===== src/decimal_radix_sorter_defines.svh =====
// Assertion macros used by the sorter's top-level RTL file.
`ifndef DECIMAL_RADIX_SORTER_DEFINES_SVH
`define DECIMAL_RADIX_SORTER_DEFINES_SVH

// Check that cons holds in the same cycle as ante.
`define DRS_ASSERT_NOW(label, ante, cons, msg) \
    label: assert property (@(posedge aclk) disable iff (!aresetn) (ante) |-> (cons)) \
        else $error(msg);

// Check that cons holds in the cycle after ante.
`define DRS_ASSERT_NEXT(label, ante, cons, msg) \
    label: assert property (@(posedge aclk) disable iff (!aresetn) (ante) |=> (cons)) \
        else $error(msg);

`endif


===== src/drs_pkg.sv =====
// Package with constants, types and helpers shared by the sorter modules.
package drs_pkg;

    localparam int DRS_MAX_ITEMS  = 64;
    localparam int DRS_VALUE_BITS = 31;
    localparam int DRS_RADIX      = 10;
    localparam int DRS_TDATA_W    = 32;

    // Decimal digits needed for a value of the given width (log10(2) ~ 1233/4096).
    function automatic int bcd_digits(input int bits);
        return (bits * 1233) / 4096 + 1;
    endfunction

    // Status of the binary-to-BCD converter.
    typedef struct packed {
        logic busy;
        logic done;
    } conv_stat_t;

endpackage


===== src/drs_bcd_conv.sv =====
// Iterative binary-to-BCD converter: one shift-and-adjust step per cycle.
module drs_bcd_conv #(
    parameter int VALUE_BITS = drs_pkg::DRS_VALUE_BITS
) (
    input  logic                                         aclk,
    input  logic                                         aresetn,
    input  logic                                         start,
    input  logic [VALUE_BITS-1:0]                        value,
    output logic [4*drs_pkg::bcd_digits(VALUE_BITS)-1:0] bcd,
    output drs_pkg::conv_stat_t                          stat
);
    import drs_pkg::*;

    localparam int DIGITS = bcd_digits(VALUE_BITS);
    localparam int BCD_W  = 4 * DIGITS;
    localparam int STEP_W = $clog2(VALUE_BITS + 1);

    logic [VALUE_BITS-1:0] shift_reg, shift_next;
    logic [BCD_W-1:0]      bcd_reg, bcd_next;
    logic [STEP_W-1:0]     step_reg, step_next;
    logic                  done_reg, done_next;
    logic [BCD_W-1:0]      adj;

    // Add three to every digit of five or more before the shift.
    always_comb begin
        for (int j = 0; j < DIGITS; j++) begin
            adj[4*j +: 4] = (bcd_reg[4*j +: 4] >= 4'd5) ? bcd_reg[4*j +: 4] + 4'd3
                                                         : bcd_reg[4*j +: 4];
        end
    end

    always_comb begin
        shift_next = shift_reg;
        bcd_next   = bcd_reg;
        step_next  = step_reg;
        done_next  = 1'b0;
        if (start) begin
            shift_next = value;
            bcd_next   = '0;
            step_next  = STEP_W'(VALUE_BITS);
        end else if (step_reg != '0) begin
            bcd_next   = {adj[BCD_W-2:0], shift_reg[VALUE_BITS-1]};
            shift_next = shift_reg << 1;
            step_next  = step_reg - STEP_W'(1);
            done_next  = (step_reg == STEP_W'(1));
        end
    end

    always_ff @(posedge aclk) begin
        if (!aresetn) begin
            step_reg <= '0;
            done_reg <= 1'b0;
        end else begin
            step_reg <= step_next;
            done_reg <= done_next;
        end
        shift_reg <= shift_next;
        bcd_reg   <= bcd_next;
    end

    assign bcd       = bcd_reg;
    assign stat.busy = (step_reg != '0);
    assign stat.done = done_reg;

endmodule

===== config.mk =====
export PLATFORM = sky130hd
export DESIGN_NAME = drs_bcd_conv
export DESIGN_NICKNAME = d
export VERILOG_FILES = /design/src/decimal_radix_sorter_defines.svh /design/src/drs_pkg.sv /design/src/drs_bcd_conv.sv
export SDC_FILE = /design/constraint.sdc
export NUM_CORES = 1
export LEC_CHECK = 0
export ABC_AREA = 1
export BUFFER_PORTS_ARGS = -buffer_cell sky130_fd_sc_hd__buf_2
export CELL_PAD_IN_SITES_DETAIL_PLACEMENT = 1
export CELL_PAD_IN_SITES_GLOBAL_PLACEMENT = 2
export CORE_UTILIZATION = 25
export DETAILED_ROUTE_END_ITERATION = 6
export GPL_ROUTABILITY_DRIVEN = 0
export GPL_TIMING_DRIVEN = 0
export PLACE_DENSITY_LB_ADDON = 0.1
export SKIP_LAST_GASP = 1
export SLEW_MARGIN = 5
export SYNTH_ARGS = -nofsm -noshare
export SYNTH_HDL_FRONTEND = slang
export SYNTH_SLANG_ARGS = --single-unit

===== constraint.sdc =====
create_clock -name aclk -period 3.1 [get_ports aclk]
set_input_delay 0.155 -clock aclk [delete_from_list [all_inputs] [get_ports aclk]]
set_output_delay 0.155 -clock aclk [all_outputs]
set_load 0.01 [all_outputs]

==> results.sh <==
export IMPL_total_power_mw=2.98
export IMPL_ys_ff_latch=77
export IMPL_synth_area_top_cells="edfxtp_1 (22%), dfxtp_1 (22%), nand2_1 (19%)"
export IMPL_ys_warn_count=0
export IMPL_grt_pass1_wl_um=19800
export IMPL_slowest_delay_ns=0.38
export IMPL_p_sw_share_pct=32.6
export IMPL_p_switching_mw=0.969
export IMPL_min_path_type="input port to register"
export IMPL_grt_pass1_vias=3887
export IMPL_routed_wl_um=12200
export IMPL_wl_per_cell_um=13.8
export IMPL_cp_arrival_ns=1.74
export IMPL_vias=3915
export IMPL_postCtsSetupRepairBufs=0
export IMPL_area_delta_synth_final_pct=22.2
export IMPL_p_int_mw=2.01
export IMPL_crit_fanout=10
export IMPL_endpoint_kind="primary output"
export IMPL_instances_no_fill=881
export IMPL_tns_ns=0
export IMPL_hold_ws_ns=0.0797
export IMPL_worstPathCellList="inv_1 > ha_1 > nand3_2 > buf_6 > buf_4 > buf_2"
export IMPL_max_slew_margin_pct=50.3
export IMPL_core_um2=16100
export IMPL_dieArea_um2=17200
export IMPL_cpMaxStageDelayCell="dfxtp_1"
export IMPL_final_area_um2=5080
export IMPL_multiInputGateArea_um2=1920
export IMPL_synth_area_um2=4160
export IMPL_power_frac_seq_pct=43.8
export IMPL_antenna_found_initial=1
export IMPL_clock_fmax_mhz=527
export IMPL_mostFrequentLayoutCells="nand2_1 (206), buf_2 (87), inv_1 (65), dfxtp_1 (46), nor2_1 (45)"
export IMPL_place_hpwl_um=8670
export IMPL_firstDrtPassIters=4
export IMPL_critPathTopFamily="buffers and inverters"
export IMPL_start_util_pct=25.9
export IMPL_leakage_nw=2.60
export IMPL_required_ns=2.94
export IMPL_period_share_pct=61.2
export IMPL_chipHeight_um=131
export IMPL_largest_register_ffs=40
export IMPL_setup_viol=0
export IMPL_drive_gt1_share_pct=17.9
export IMPL_final_common_cell="nand2_1"
export IMPL_io_pins=76
export IMPL_nets=715
export IMPL_rsz0062_at_grt="false"
export IMPL_comb_power_share_pct=23.6
export IMPL_ctsResizeCount=0
export IMPL_ant_nets=0
export IMPL_cp_buffers_inverters=4
export IMPL_dpl_cell_count=864
export IMPL_ys_seq_area_share_pct=44.5
export IMPL_synth_top_area_share_pct=22.4
export IMPL_syn_nets=628
export IMPL_cts_clk_slew_worst_paths_ns=0.06
export IMPL_track_usage_pct=15.3
export IMPL_power_share_clock_pct=32.6
export IMPL_synth_area_leader_cell="edfxtp_1"
export IMPL_htreeDepth=3
export IMPL_ys_types=20
export IMPL_cts_buffers=9
export IMPL_status="finished, final reports clean"
export IMPL_fillers=2019
export IMPL_place_port_buffers=74
export IMPL_max_cap_viol_count=0
export IMPL_fp_dieW_um=131
export IMPL_clk_latency_ns=0.34
export IMPL_drc=0
export IMPL_final_seq_area_um2=1850
export IMPL_drtIter0Drc=132
export IMPL_drv_slew=0
export IMPL_clockBufferDepth=2
export IMPL_crit_type="register to primary output"
export IMPL_cts_sinks=77
export IMPL_clock_skew_ns=0.00953
export IMPL_cts_hold_buf=0
export IMPL_peakVddDrop_mv=0.242
export IMPL_worstMarginPinSlew_ns=0.746
export IMPL_num_rows=46
export IMPL_cp_start_kind="register"
export IMPL_finalHoldViolations=0
export IMPL_p_per_area_nw_per_um2=585
export IMPL_finalCriticalPeriod_ns=1.90
export IMPL_cts_root_buf="clkbuf_16"
export IMPL_grt_ovfl_total=0
export IMPL_synth_area_per_cell_um2=7.27
export IMPL_grt_start_max_net_pins=17
export IMPL_dpl_cell_area_um2=4830
export IMPL_via_per_inst=4.44
export IMPL_syn_inst=572
export IMPL_cts_tree="yes"
[worst register-to-register path, delay by kind of cell (launching register included)]
| family | cells | cell delay, ns |
|---|---|---|
| flops | 1 | 0.37 |
| simple gates | 2 | 0.44 |
| buf+inv | 2 | 0.54 |
[logic make-up after synthesis]
family,synth area share (%)
AOI/OAI and AO/OA,6.98
buffers and inverters,9.23
and+or+nand+nor,32.7
DFF,44.5
adders and majority gates,6.62
[synth_stat cells]
library cell    n
nand3_1        40
nor2_2          1
nand4_1        21
nand3_2         1
inv_2           1
clkbuf_1        5
inv_1          65
edfxtp_1       31
buf_2          13
dfxtp_1        46
nand2_1       206
ha_1           22
buf_4           4
o21ai_0        16
nor2_1         45
buf_6           2
o21ai_1         5
nor4_1          1
or2_2          10
a21oi_1        37
[power groups by stage]
stage	registers (mW)	logic (mW)	clock network [mW]
after global routing	1.32	0.821	1.05
after floorplan	1.33	0.454	0
after detailed placement	1.33	0.713	0
after global placement	1.32	0.690	0
final	1.30	0.702	0.971
after CTS	1.31	0.718	1.02
[through the flow]
step,setup slack (ns),utilization [%]
2_1_floorplan,0.895,-
3_3_place_gp,0.0364,29.9
3_5_place_dp,1.47,30.1
4_1_cts,1.15,31.6
5_1_grt,1.11,31.6
6_report,1.20,31.7
[cell type report]
type | instances | share of cell area (%)
Multi-Input combinational cell | 405 | 37.9
Sequential cell | 77 | 36.4
Timing Repair Buffer | 76 | 7.80
Tap cell | 216 | 5.32
Inverter | 66 | 4.87
Clock buffer | 13 | 4.73
Buffer | 24 | 2.68
Clock inverter | 3 | 0.271
Antenna cell | 1 | 0.0492
[final timing paths]
path,slack [ns],cells after the start,to,start
worst max register to register,1.50,4,shift_reg[7]$_DFFE_PP_,step_reg[3]$_SDFFE_PN0P_
worst min register to register,0.48,2,step_reg[4]$_SDFFE_PN0P_,step_reg[4]$_SDFFE_PN0P_
worst min-delay path,0.08,3,shift_reg[0]$_SDFFCE_PN0P_,value[0]
worst max-delay path,1.20,6,stat[1],step_reg[0]$_SDFFE_PN0P_
[routing by layer]
metal / share of wire [%] / routed length [um] / up-vias / GRT usage (%)
li1: - / - / 2008 / -
met1: 49 / 5980 / 1827 / 19.7
met4: 2.0 / 245 / 0 / 6.15
met3: 3.4 / 411 / 15 / 2.73
met2: 46 / 5550 / 65 / 25.3
met5: 0 / 0 / - / 0
Power figures use the tool's default switching activity.
