### src/decimal_radix_sorter_defines.svh
// Assertion macros used by the sorter's top-level RTL file.
`ifndef DECIMAL_RADIX_SORTER_DEFINES_SVH
`define DECIMAL_RADIX_SORTER_DEFINES_SVH

// Check that cons holds in the same cycle as ante.
`define DRS_ASSERT_NOW(label, ante, cons, msg) \
    label: assert property (@(posedge aclk) disable iff (!aresetn) (ante) |-> (cons)) \
        else $error(msg);

// Check that cons holds in the cycle after ante.
`define DRS_ASSERT_NEXT(label, ante, cons, msg) \
    label: assert property (@(posedge aclk) disable iff (!aresetn) (ante) |=> (cons)) \
        else $error(msg);

`endif

### src/drs_ram.sv
// Generic single-write, single-read RAM with registered read data.
module drs_ram #(
    parameter int WIDTH = 8,
    parameter int DEPTH = 64
) (
    input  logic                     aclk,
    input  logic                     we,
    input  logic [$clog2(DEPTH)-1:0] waddr,
    input  logic [WIDTH-1:0]         wdata,
    input  logic [$clog2(DEPTH)-1:0] raddr,
    output logic [WIDTH-1:0]         rdata
);

    logic [WIDTH-1:0] mem [DEPTH];

    always_ff @(posedge aclk) begin
        if (we) begin
            mem[waddr] <= wdata;
        end
        rdata <= mem[raddr];
    end

endmodule

### config.mk
export PLATFORM = sky130hd
export DESIGN_NAME = drs_ram
export DESIGN_NICKNAME = d
export VERILOG_FILES = /design/src/decimal_radix_sorter_defines.svh /design/src/drs_ram.sv
export SDC_FILE = /design/constraint.sdc
export NUM_CORES = 1
export LEC_CHECK = 0
export BUFFER_PORTS_ARGS = -buffer_cell sky130_fd_sc_hd__buf_4
export CORE_ASPECT_RATIO = 1.4
export CORE_UTILIZATION = 60
export CTS_CLUSTER_DIAMETER = 200
export CTS_CLUSTER_SIZE = 40
export DETAILED_ROUTE_END_ITERATION = 8
export PLACE_DENSITY = 0.79
export SLEW_MARGIN = 15
export SYNTH_ARGS = -nofsm -noshare
export SYNTH_HDL_FRONTEND = slang
export SYNTH_SLANG_ARGS = --single-unit
### constraint.sdc
create_clock -name aclk -period 5.23 [get_ports aclk]
set_clock_uncertainty 0.15 [all_clocks]
set_input_delay 1.3075 -clock aclk [delete_from_list [all_inputs] [get_ports aclk]]
set_output_delay 1.3075 -clock aclk [all_outputs]
set_load 0.05 [all_outputs]
==> summary.md, run 1 <==
| Metric | Value |
|---|---|
| Total gr overflow | `0` |
| Share of layout cells above drive strength 1 | `20.5%` |
| Max Cap Viol | `0` |
| Core area | `33200 um2` |
| Sequential cell area | `15500 um2` |
| CP max stage delay | `630 ps` |
| Fin crit period | `3560 ps` |
| Die span in x | `157 um` |
| Required time of the critical path | `5510 ps` |
| Unrepaired setup endpoints after global routing | `false` |
| Setup Fix Bufs, Post-CTS | `0` |
| Cell count after synthesis | `940` |
| Via density | `6.63` |
| Max Freq | `281 MHz` |
| Worst reg2reg setup slack | `2710 ps` |
| Synthesized area per cell | `21.5 um2` |
| Clock root cell | `clkbuf_16` |
| Slowest-stage cell, CP | `buf_4` |
| Longest Clk Path Bufs | `3` |
| Power Dens Cells | `321 nW/um2` |
| Post-CTS Resized | `0` |
| Number of antenna diodes | `0` |
| CTS tree | `done` |
| Most common cell on crit path | `mux4_2` |
| I/O pin cnt | `30` |
| Status | `finished clean` |
| Synth warnings | `0` |
| Crit path kind | `in -> reg` |
| Vias in the first global route | `9459` |
| Port Buf Inserts | `29` |
| Final wirelength | `41000 um` |
| CP Cell Sequence | `buf_4, buf_12, mux4_2, mux4_2, o21ai_0, nand2_1` |
| WP data arrival | `3840 ps` |
| Worst-Margin Slew | `1200 ps` |
| Largest net degree at the start of global routing | `65` |
| Post-DRT Antenna Nets | `0` |
| FF+latch count, synth | `520` |
| WL per Instance | `29.3 um` |
| Hold_ws | `703 ps` |
| Chip height | `219 um` |
| Filler cells | `2219` |
| Number of flops mapped to enable cells by yosys | `512` |
| Global-route wire length before repair | `60800 um` |
| NumNets Final | `966` |
| Die Area | `34400 um2` |
| Max-slew headroom | `17.7%` |
| Peak VDD IR | `469 uV` |
| Share of the synthesized area in the top cell type | `76.2%` |
| Hold Violations, Final | `0` |
| Main area contributors after synthesis | `edfxtp_1, mux4_2, nor2_1` |
| Tightest Hold Check Type | `reg -> reg` |
| Period utilization | `68.0%` |
| Initial antenna violation count | `0` |
| Final Max Slew Viols | `0` |
| Post-synth top area cell | `edfxtp_1` |
| Startpoint types | `input port` |
| Clk_lat worst skew | `550 ps` |
| Multi-input logic area | `4320 um2` |
| CP endpoint kind | `flip-flop` |
| Syn Nets | `962` |
| Yosys cell types | `40` |
| Core Rows | `79` |
| H-Tree Depth | `1` |
| Cts bufs inserted | `16` |
| Async set-or-reset flop fraction in the synthesized netlist | `0%` |
| Clock sinks | `520` |
| Leakage | `6.37 nW` |
| Initial Util | `60.7%` |
| Syn-to-layout area delta | `5.08%` |
| Hold buffers post-CTS | `0` |
| Setup TNS | `0 ps` |
| Synth Flop Type | `edfxtp_1` |
| RePlAce Congestion | `0.815` |
| DR DRC count | `0` |
| Initial drt markers | `1093` |
| Total GRT Usage | `25.0%` |
| Seq/Total Area, Yosys | `77.0%` |
| Count of final setup violators | `0` |
| Clock transition at path regs | `140 ps` |
| DR vias | `9264` |
| Worst-path fanout max | `58` |
| DRT Pass-1 Iters | `5` |
| DP HPWL | `25500 um` |
| Synth Cell Area | `20200 um2` |
[layout make-up]
type,instances,area share (%)
tap,445,2.63
timing repair buffer,37,1.52
multi-input combinational,369,20.4
clock buffer,27,2.18
sequential,520,73.3
[flip-flops by register name (all words and copies together) (netlist names)]
name   cells
mem      512
rdata      8
[routing by layer]
layer / part of all wire, % / wire length (um) / vias up / track usage (%)
li1: - / - / 3887 / -
met1: 37 / 15000 / 4901 / 33.4
met2: 53 / 21900 / 408 / 43.8
met3: 6.5 / 2650 / 68 / 2.15
met4: 3.5 / 1440 / 0 / 8.43
met5: 0 / 0 / - / 0
[metrics by stage]
step                setup slack [ps]  instance area (um2)  util [%]  std cells  total power, mW
floorplan                       2100                20200         -        940             4.98
global placement                1040                20700      62.4       1371             5.15
detailed placement              1040                20700      62.4       1371             5.16
CTS                             1640                21200      63.8       1398             6.84
global route                    1600                21200      63.8       1398             6.97
finish                          1670                21200      63.8       1398             6.80
[synthesized netlist by cell type, types with 2 or more instances]
cell,n
buf_6,4
o21ai_1,2
a2111oi_0,2
nand3b_1,3
a22oi_1,3
o221a_2,2
o2111ai_1,3
o2bb2ai_1,3
nand3_1,13
o221ai_1,8
nor2b_1,14
mux2_2,13
clkbuf_1,17
mux4_2,126
o41ai_1,2
buf_2,11
a211oi_1,4
nand4_1,2
nor3_1,7
a221oi_1,6
buf_4,13
mux2i_1,23
o22ai_1,8
o32ai_1,2
nor2_1,83
o21ai_0,2
nand2_1,19
o21a_1,2
a21oi_1,3
edfxtp_1,512
nor4_1,2
dfxtp_1,8
nand2b_1,7
buf_12,2
buf_1,4
[cells by family (layout without fill, tap and decap cells)]
family          count (synthesis)  count (layout)  share of synthesized area (%)
flops                         520             520                           77.0
mux                           162             162                           15.9
compound gates                 54              54                           2.07
buf+inv                        51              64                           1.57
simple gates                  153             153                           3.39
[cell usage in the layout, fill, tap and decap left out, drive strengths merged, types with 3 or more instances in the layout]
master	instances
o22ai	8
nand3	13
mux2i	23
nand3b	3
nor2b	14
a221oi	6
a211oi	4
mux4	126
o2111ai	3
buf	36
o221ai	8
a21oi	3
a22oi	3
edfxtp	512
o21ai	4
nor3	7
dfxtp	8
o2bb2ai	3
mux2	13
nand2b	7
clkbuf	28
nor2	83
nand2	19
[worst paths after layout]
kind              startpoint  endpoint  depth (start not counted)
setup / recovery    raddr[1]  rdata[7]                          6
hold / removal    mem[34][1]  rdata[1]                          4
setup reg to reg   mem[3][3]  rdata[3]                          4
hold reg to reg   mem[34][1]  rdata[1]                          4
[worst max-delay path: cells and delay by family]
family,cells,cell delay (ps)
AND/OR/NAND/NOR,1,110
buffers and inverters,2,960
multiplexers,2,870
AO/OA/AOI/OAI,1,540
[report_power, final]
part	total [mW]	switching (mW)	internal, mW	leakage (nW)
combinational	0.440	0.279	0.161	1.47
sequential	4.62	0.0143	4.61	4.67
clock	1.74	1.12	0.622	0.221
Note: power is estimated with default switching activity, not from simulation.
==> run 2: changes to the inputs <==
--- a/config.mk
+++ b/config.mk
@@ -5,6 +5,7 @@
 export SDC_FILE = /design/constraint.sdc
 export NUM_CORES = 1
 export LEC_CHECK = 0
+export ABC_AREA = 1
 export BUFFER_PORTS_ARGS = -buffer_cell sky130_fd_sc_hd__buf_4
 export CORE_ASPECT_RATIO = 1.4
 export CORE_UTILIZATION = 60
==> constraint.sdc (replaced) <==
create_clock -name aclk -period 3.3 [get_ports aclk]
set_clock_uncertainty 0.15 [all_clocks]
set_input_delay 0.825 -clock aclk [delete_from_list [all_inputs] [get_ports aclk]]
set_output_delay 0.825 -clock aclk [all_outputs]
set_load 0.05 [all_outputs]
==> run 2 against run 1 <==
Sequential cell count is the same. Largest cell class unchanged. Highest routed layer unchanged. Count of clock-buffer cells in the layout unchanged. Largest power group unchanged. Die area up 5.7%. Via count grew 50%. Cell count grew 63%. Setup slack worse by 570 ps. Wire length increased by 22%. Register-to-register slack worse by 930 ps. Non-clock buffer count is 71 higher. Clock power increased by 60%. Sequential power rose by 59%.
==> summary.md, run 2 <==
| Metric | Value |
|---|---|
| Status | `finished clean (unchanged)` |
| FF+latch count, synth | `520 (unchanged)` |
| Hold_ws | `462 ps (was 703 ps)` |
| Largest net degree at the start of global routing | `153 (was 65)` |
| WL per Instance | `21.8 um (was 29.3 um)` |
| DR vias | `13900 (was 9264)` |
| Worst-path fanout max | `1 (was 58)` |
| Power Dens Cells | `489 nW/um2 (was 321 nW/um2)` |
| Max-slew headroom | `28.8% (was 17.7%)` |
| Post-CTS Resized | `0 (unchanged)` |
| Fin util | `64.3% (was 63.8%)` |
| Yosys cell types | `16 (was 40)` |
| Cell area after layout | `22500 um2 (was 21200 um2)` |
| Synth Cell Area | `21300 um2 (was 20200 um2)` |
| DR DRC count | `0 (unchanged)` |
| Initial antenna violation count | `0 (unchanged)` |
| Die Area | `36300 um2 (was 34400 um2)` |
| Most flop-heavy register | `mem (unchanged)` |
| Global-route wire length before repair | `77000 um (was 60800 um)` |
| Clock sinks | `520 (unchanged)` |
| Post-placement cell count | `2256 (was 1371)` |
| Leakage | `8.06 nW (was 6.37 nW)` |
| Chip height | `225 um (was 219 um)` |
| Total GRT Usage | `28.1% (was 25.0%)` |
| Number of flops mapped to enable cells by yosys | `512 (unchanged)` |
| Filler cells | `2582 (was 2219)` |
| Number of antenna diodes | `0 (unchanged)` |
| Peak VDD IR | `302 uV (was 469 uV)` |
| Crit path kind | `reg -> out (was in -> reg)` |
| Most common cell in the netlist | `nand2_1 (was edfxtp_1)` |
| Clk_lat worst skew | `560 ps (was 550 ps)` |
| Synthesized area per cell | `11.8 um2 (was 21.5 um2)` |
| Setup TNS | `0 ps (unchanged)` |
| Max Freq | `455 MHz` |
| Via density | `6.10 (was 6.63)` |
| Tightest Hold Check Type | `in -> reg (was reg -> reg)` |
| Count of final setup violators | `0 (unchanged)` |
| Share of the synthesized area in the top cell type | `72.0% (was 76.2%)` |
| Max Cap Viol | `0 (unchanged)` |
| Cts bufs inserted | `16 (unchanged)` |
| Share of layout cells above drive strength 1 | `7.01% (was 20.5%)` |
| CP Cell Sequence | `buf_4 (was buf_4, buf_12, mux4_2, mux4_2, o21ai_0, nand2_1)` |
| Most frequent cells in the layout | `nand2_1, edfxtp_1, nand3_1, buf_4, nor2_1 (was edfxtp_1, mux4_2, nor2_1, buf_4, mux2i_1)` |
| Worst-Margin Slew | `1070 ps (was 1200 ps)` |
| Synth Flop Type | `edfxtp_1 (unchanged)` |
| Synth cell count leaders | `nand2_1, edfxtp_1, nand3_1, nor2_1, buf_2 (was edfxtp_1, mux4_2, nor2_1, mux2i_1, nand2_1)` |
| Seq/Total Area, Yosys | `72.8% (was 77.0%)` |
| Commonest non-fill, non-tap cell in the layout | `nand2_1 (was edfxtp_1)` |
| Core area | `35000 um2 (was 33200 um2)` |
| Syn-to-layout area delta | `5.41% (was 5.08%)` |
| CP max stage delay | `440 ps (was 630 ps)` |
| WP data arrival | `1220 ps (was 3840 ps)` |
| CP endpoint kind | `primary output (was flip-flop)` |
| Synth warnings | `0 (unchanged)` |
| Hold buffers post-CTS | `0 (unchanged)` |
| DRT Pass-1 Iters | `8 (was 5)` |
| Cell count after synthesis | `1805 (was 940)` |
| RePlAce Congestion | `0.876 (was 0.815)` |
| DP HPWL | `29600 um (was 25500 um)` |
| Startpoint types | `flip-flop (was input port)` |
| Critical path buffers and inverters | `1 (was 2)` |
| Total gr overflow | `0 (unchanged)` |
| CTS tree | `done (unchanged)` |
| Clock transition at path regs | `140 ps (about the same)` |
| Post-DRT Antenna Nets | `0 (unchanged)` |
| Syn Nets | `1827 (was 962)` |
| Initial Util | `61.0% (was 60.7%)` |
| Fin crit period | `2200 ps` |
| Vias in the first global route | `13600 (was 9459)` |
| H-Tree Depth | `1 (unchanged)` |
| Async set-or-reset flop fraction in the synthesized netlist | `0% (unchanged)` |
| Period utilization | `66.6%` |
| Hold Violations, Final | `0 (unchanged)` |
| Main area contributors after synthesis | `edfxtp_1, nand2_1, nand3_1 (was edfxtp_1, mux4_2, nor2_1)` |
| Initial drt markers | `1737 (was 1093)` |
| Biggest regs | `mem (512), rdata (8) (unchanged)` |
| Unrepaired setup endpoints after global routing | `false (unchanged)` |
| Clock root cell | `clkbuf_16 (unchanged)` |
| Max reg flops | `512 (unchanged)` |
| Core Rows | `81 (was 79)` |
| Fin cells | `2283 (was 1398)` |
| NumNets Final | `1840 (was 966)` |
| Final Max Slew Viols | `0 (unchanged)` |
| Slowest-stage cell, CP | `dfxtp_1 (was buf_4)` |
| Required time of the critical path | `2320 ps (was 5510 ps)` |
| I/O pin cnt | `30 (unchanged)` |
| Longest Clk Path Bufs | `3 (unchanged)` |
| Port Buf Inserts | `29 (unchanged)` |
| Die span in x | `161 um (was 157 um)` |
| Final wirelength | `49800 um (was 41000 um)` |
| Placed cell area | `22000 um2 (was 20700 um2)` |
| Post-synth top area cell | `edfxtp_1 (unchanged)` |
| Top delay family on crit path | `flip-flops (was buffers and inverters)` |
| Setup Fix Bufs, Post-CTS | `0 (unchanged)` |
[run 2: layout make-up]
class / instances / area [um2] / area share (%)
sequential: 520 / 15500 / 69.1
multi-input combinational: 1160 / 4950 / 22.0
timing repair buffer: 108 / 927 / 4.12
tap: 456 / 571 / 2.54
clock buffer: 27 / 463 / 2.06
inverter: 12 / 52.6 / 0.234
[run 2: final timing paths]
check                           startpoint  endpoint  slack (ps)  cells after the start
worst max register to register  mem[15][0]  rdata[0]        1780                      8
worst max-delay path              rdata[6]  rdata[6]        1100                      1
worst min register to register  mem[52][3]  rdata[3]         700                      8
worst min-delay path              raddr[5]  rdata[5]         460                      3
[run 2: layer usage]
layer / share of wire, % / up-vias / wire (um) / track usage (%)
met5: 0 / - / 0 / 0
met4: 3.9 / 0 / 1920 / 11.9
met3: 8.6 / 124 / 4290 / 2.59
met2: 50 / 774 / 25000 / 47.6
met1: 37 / 6703 / 18600 / 37.5
li1: - / 6326 / - / -
[run 2: cell families (layout without fill, tap and decap cells)]
family | count (synthesis) | in the layout | synth area share [%]
buf+inv | 125 | 147 | 4.02
flops | 520 | 520 | 72.8
simple gates | 1160 | 1160 | 23.2
[run 2: through the flow]
stage	setup slack, ps	power (mW)
final	1100	11.0
after global routing	1030	11.3
after CTS	1100	11.0
after detailed placement	584	8.36
after global placement	617	8.33
after floorplan	559	8.02
[run 2: where the power goes]
group | switching (mW) | internal [mW]
Sequential | 0.0268 | 7.30
Clock | 1.79 | 0.987
Combinational | 0.663 | 0.228
Total | 2.48 | 8.52
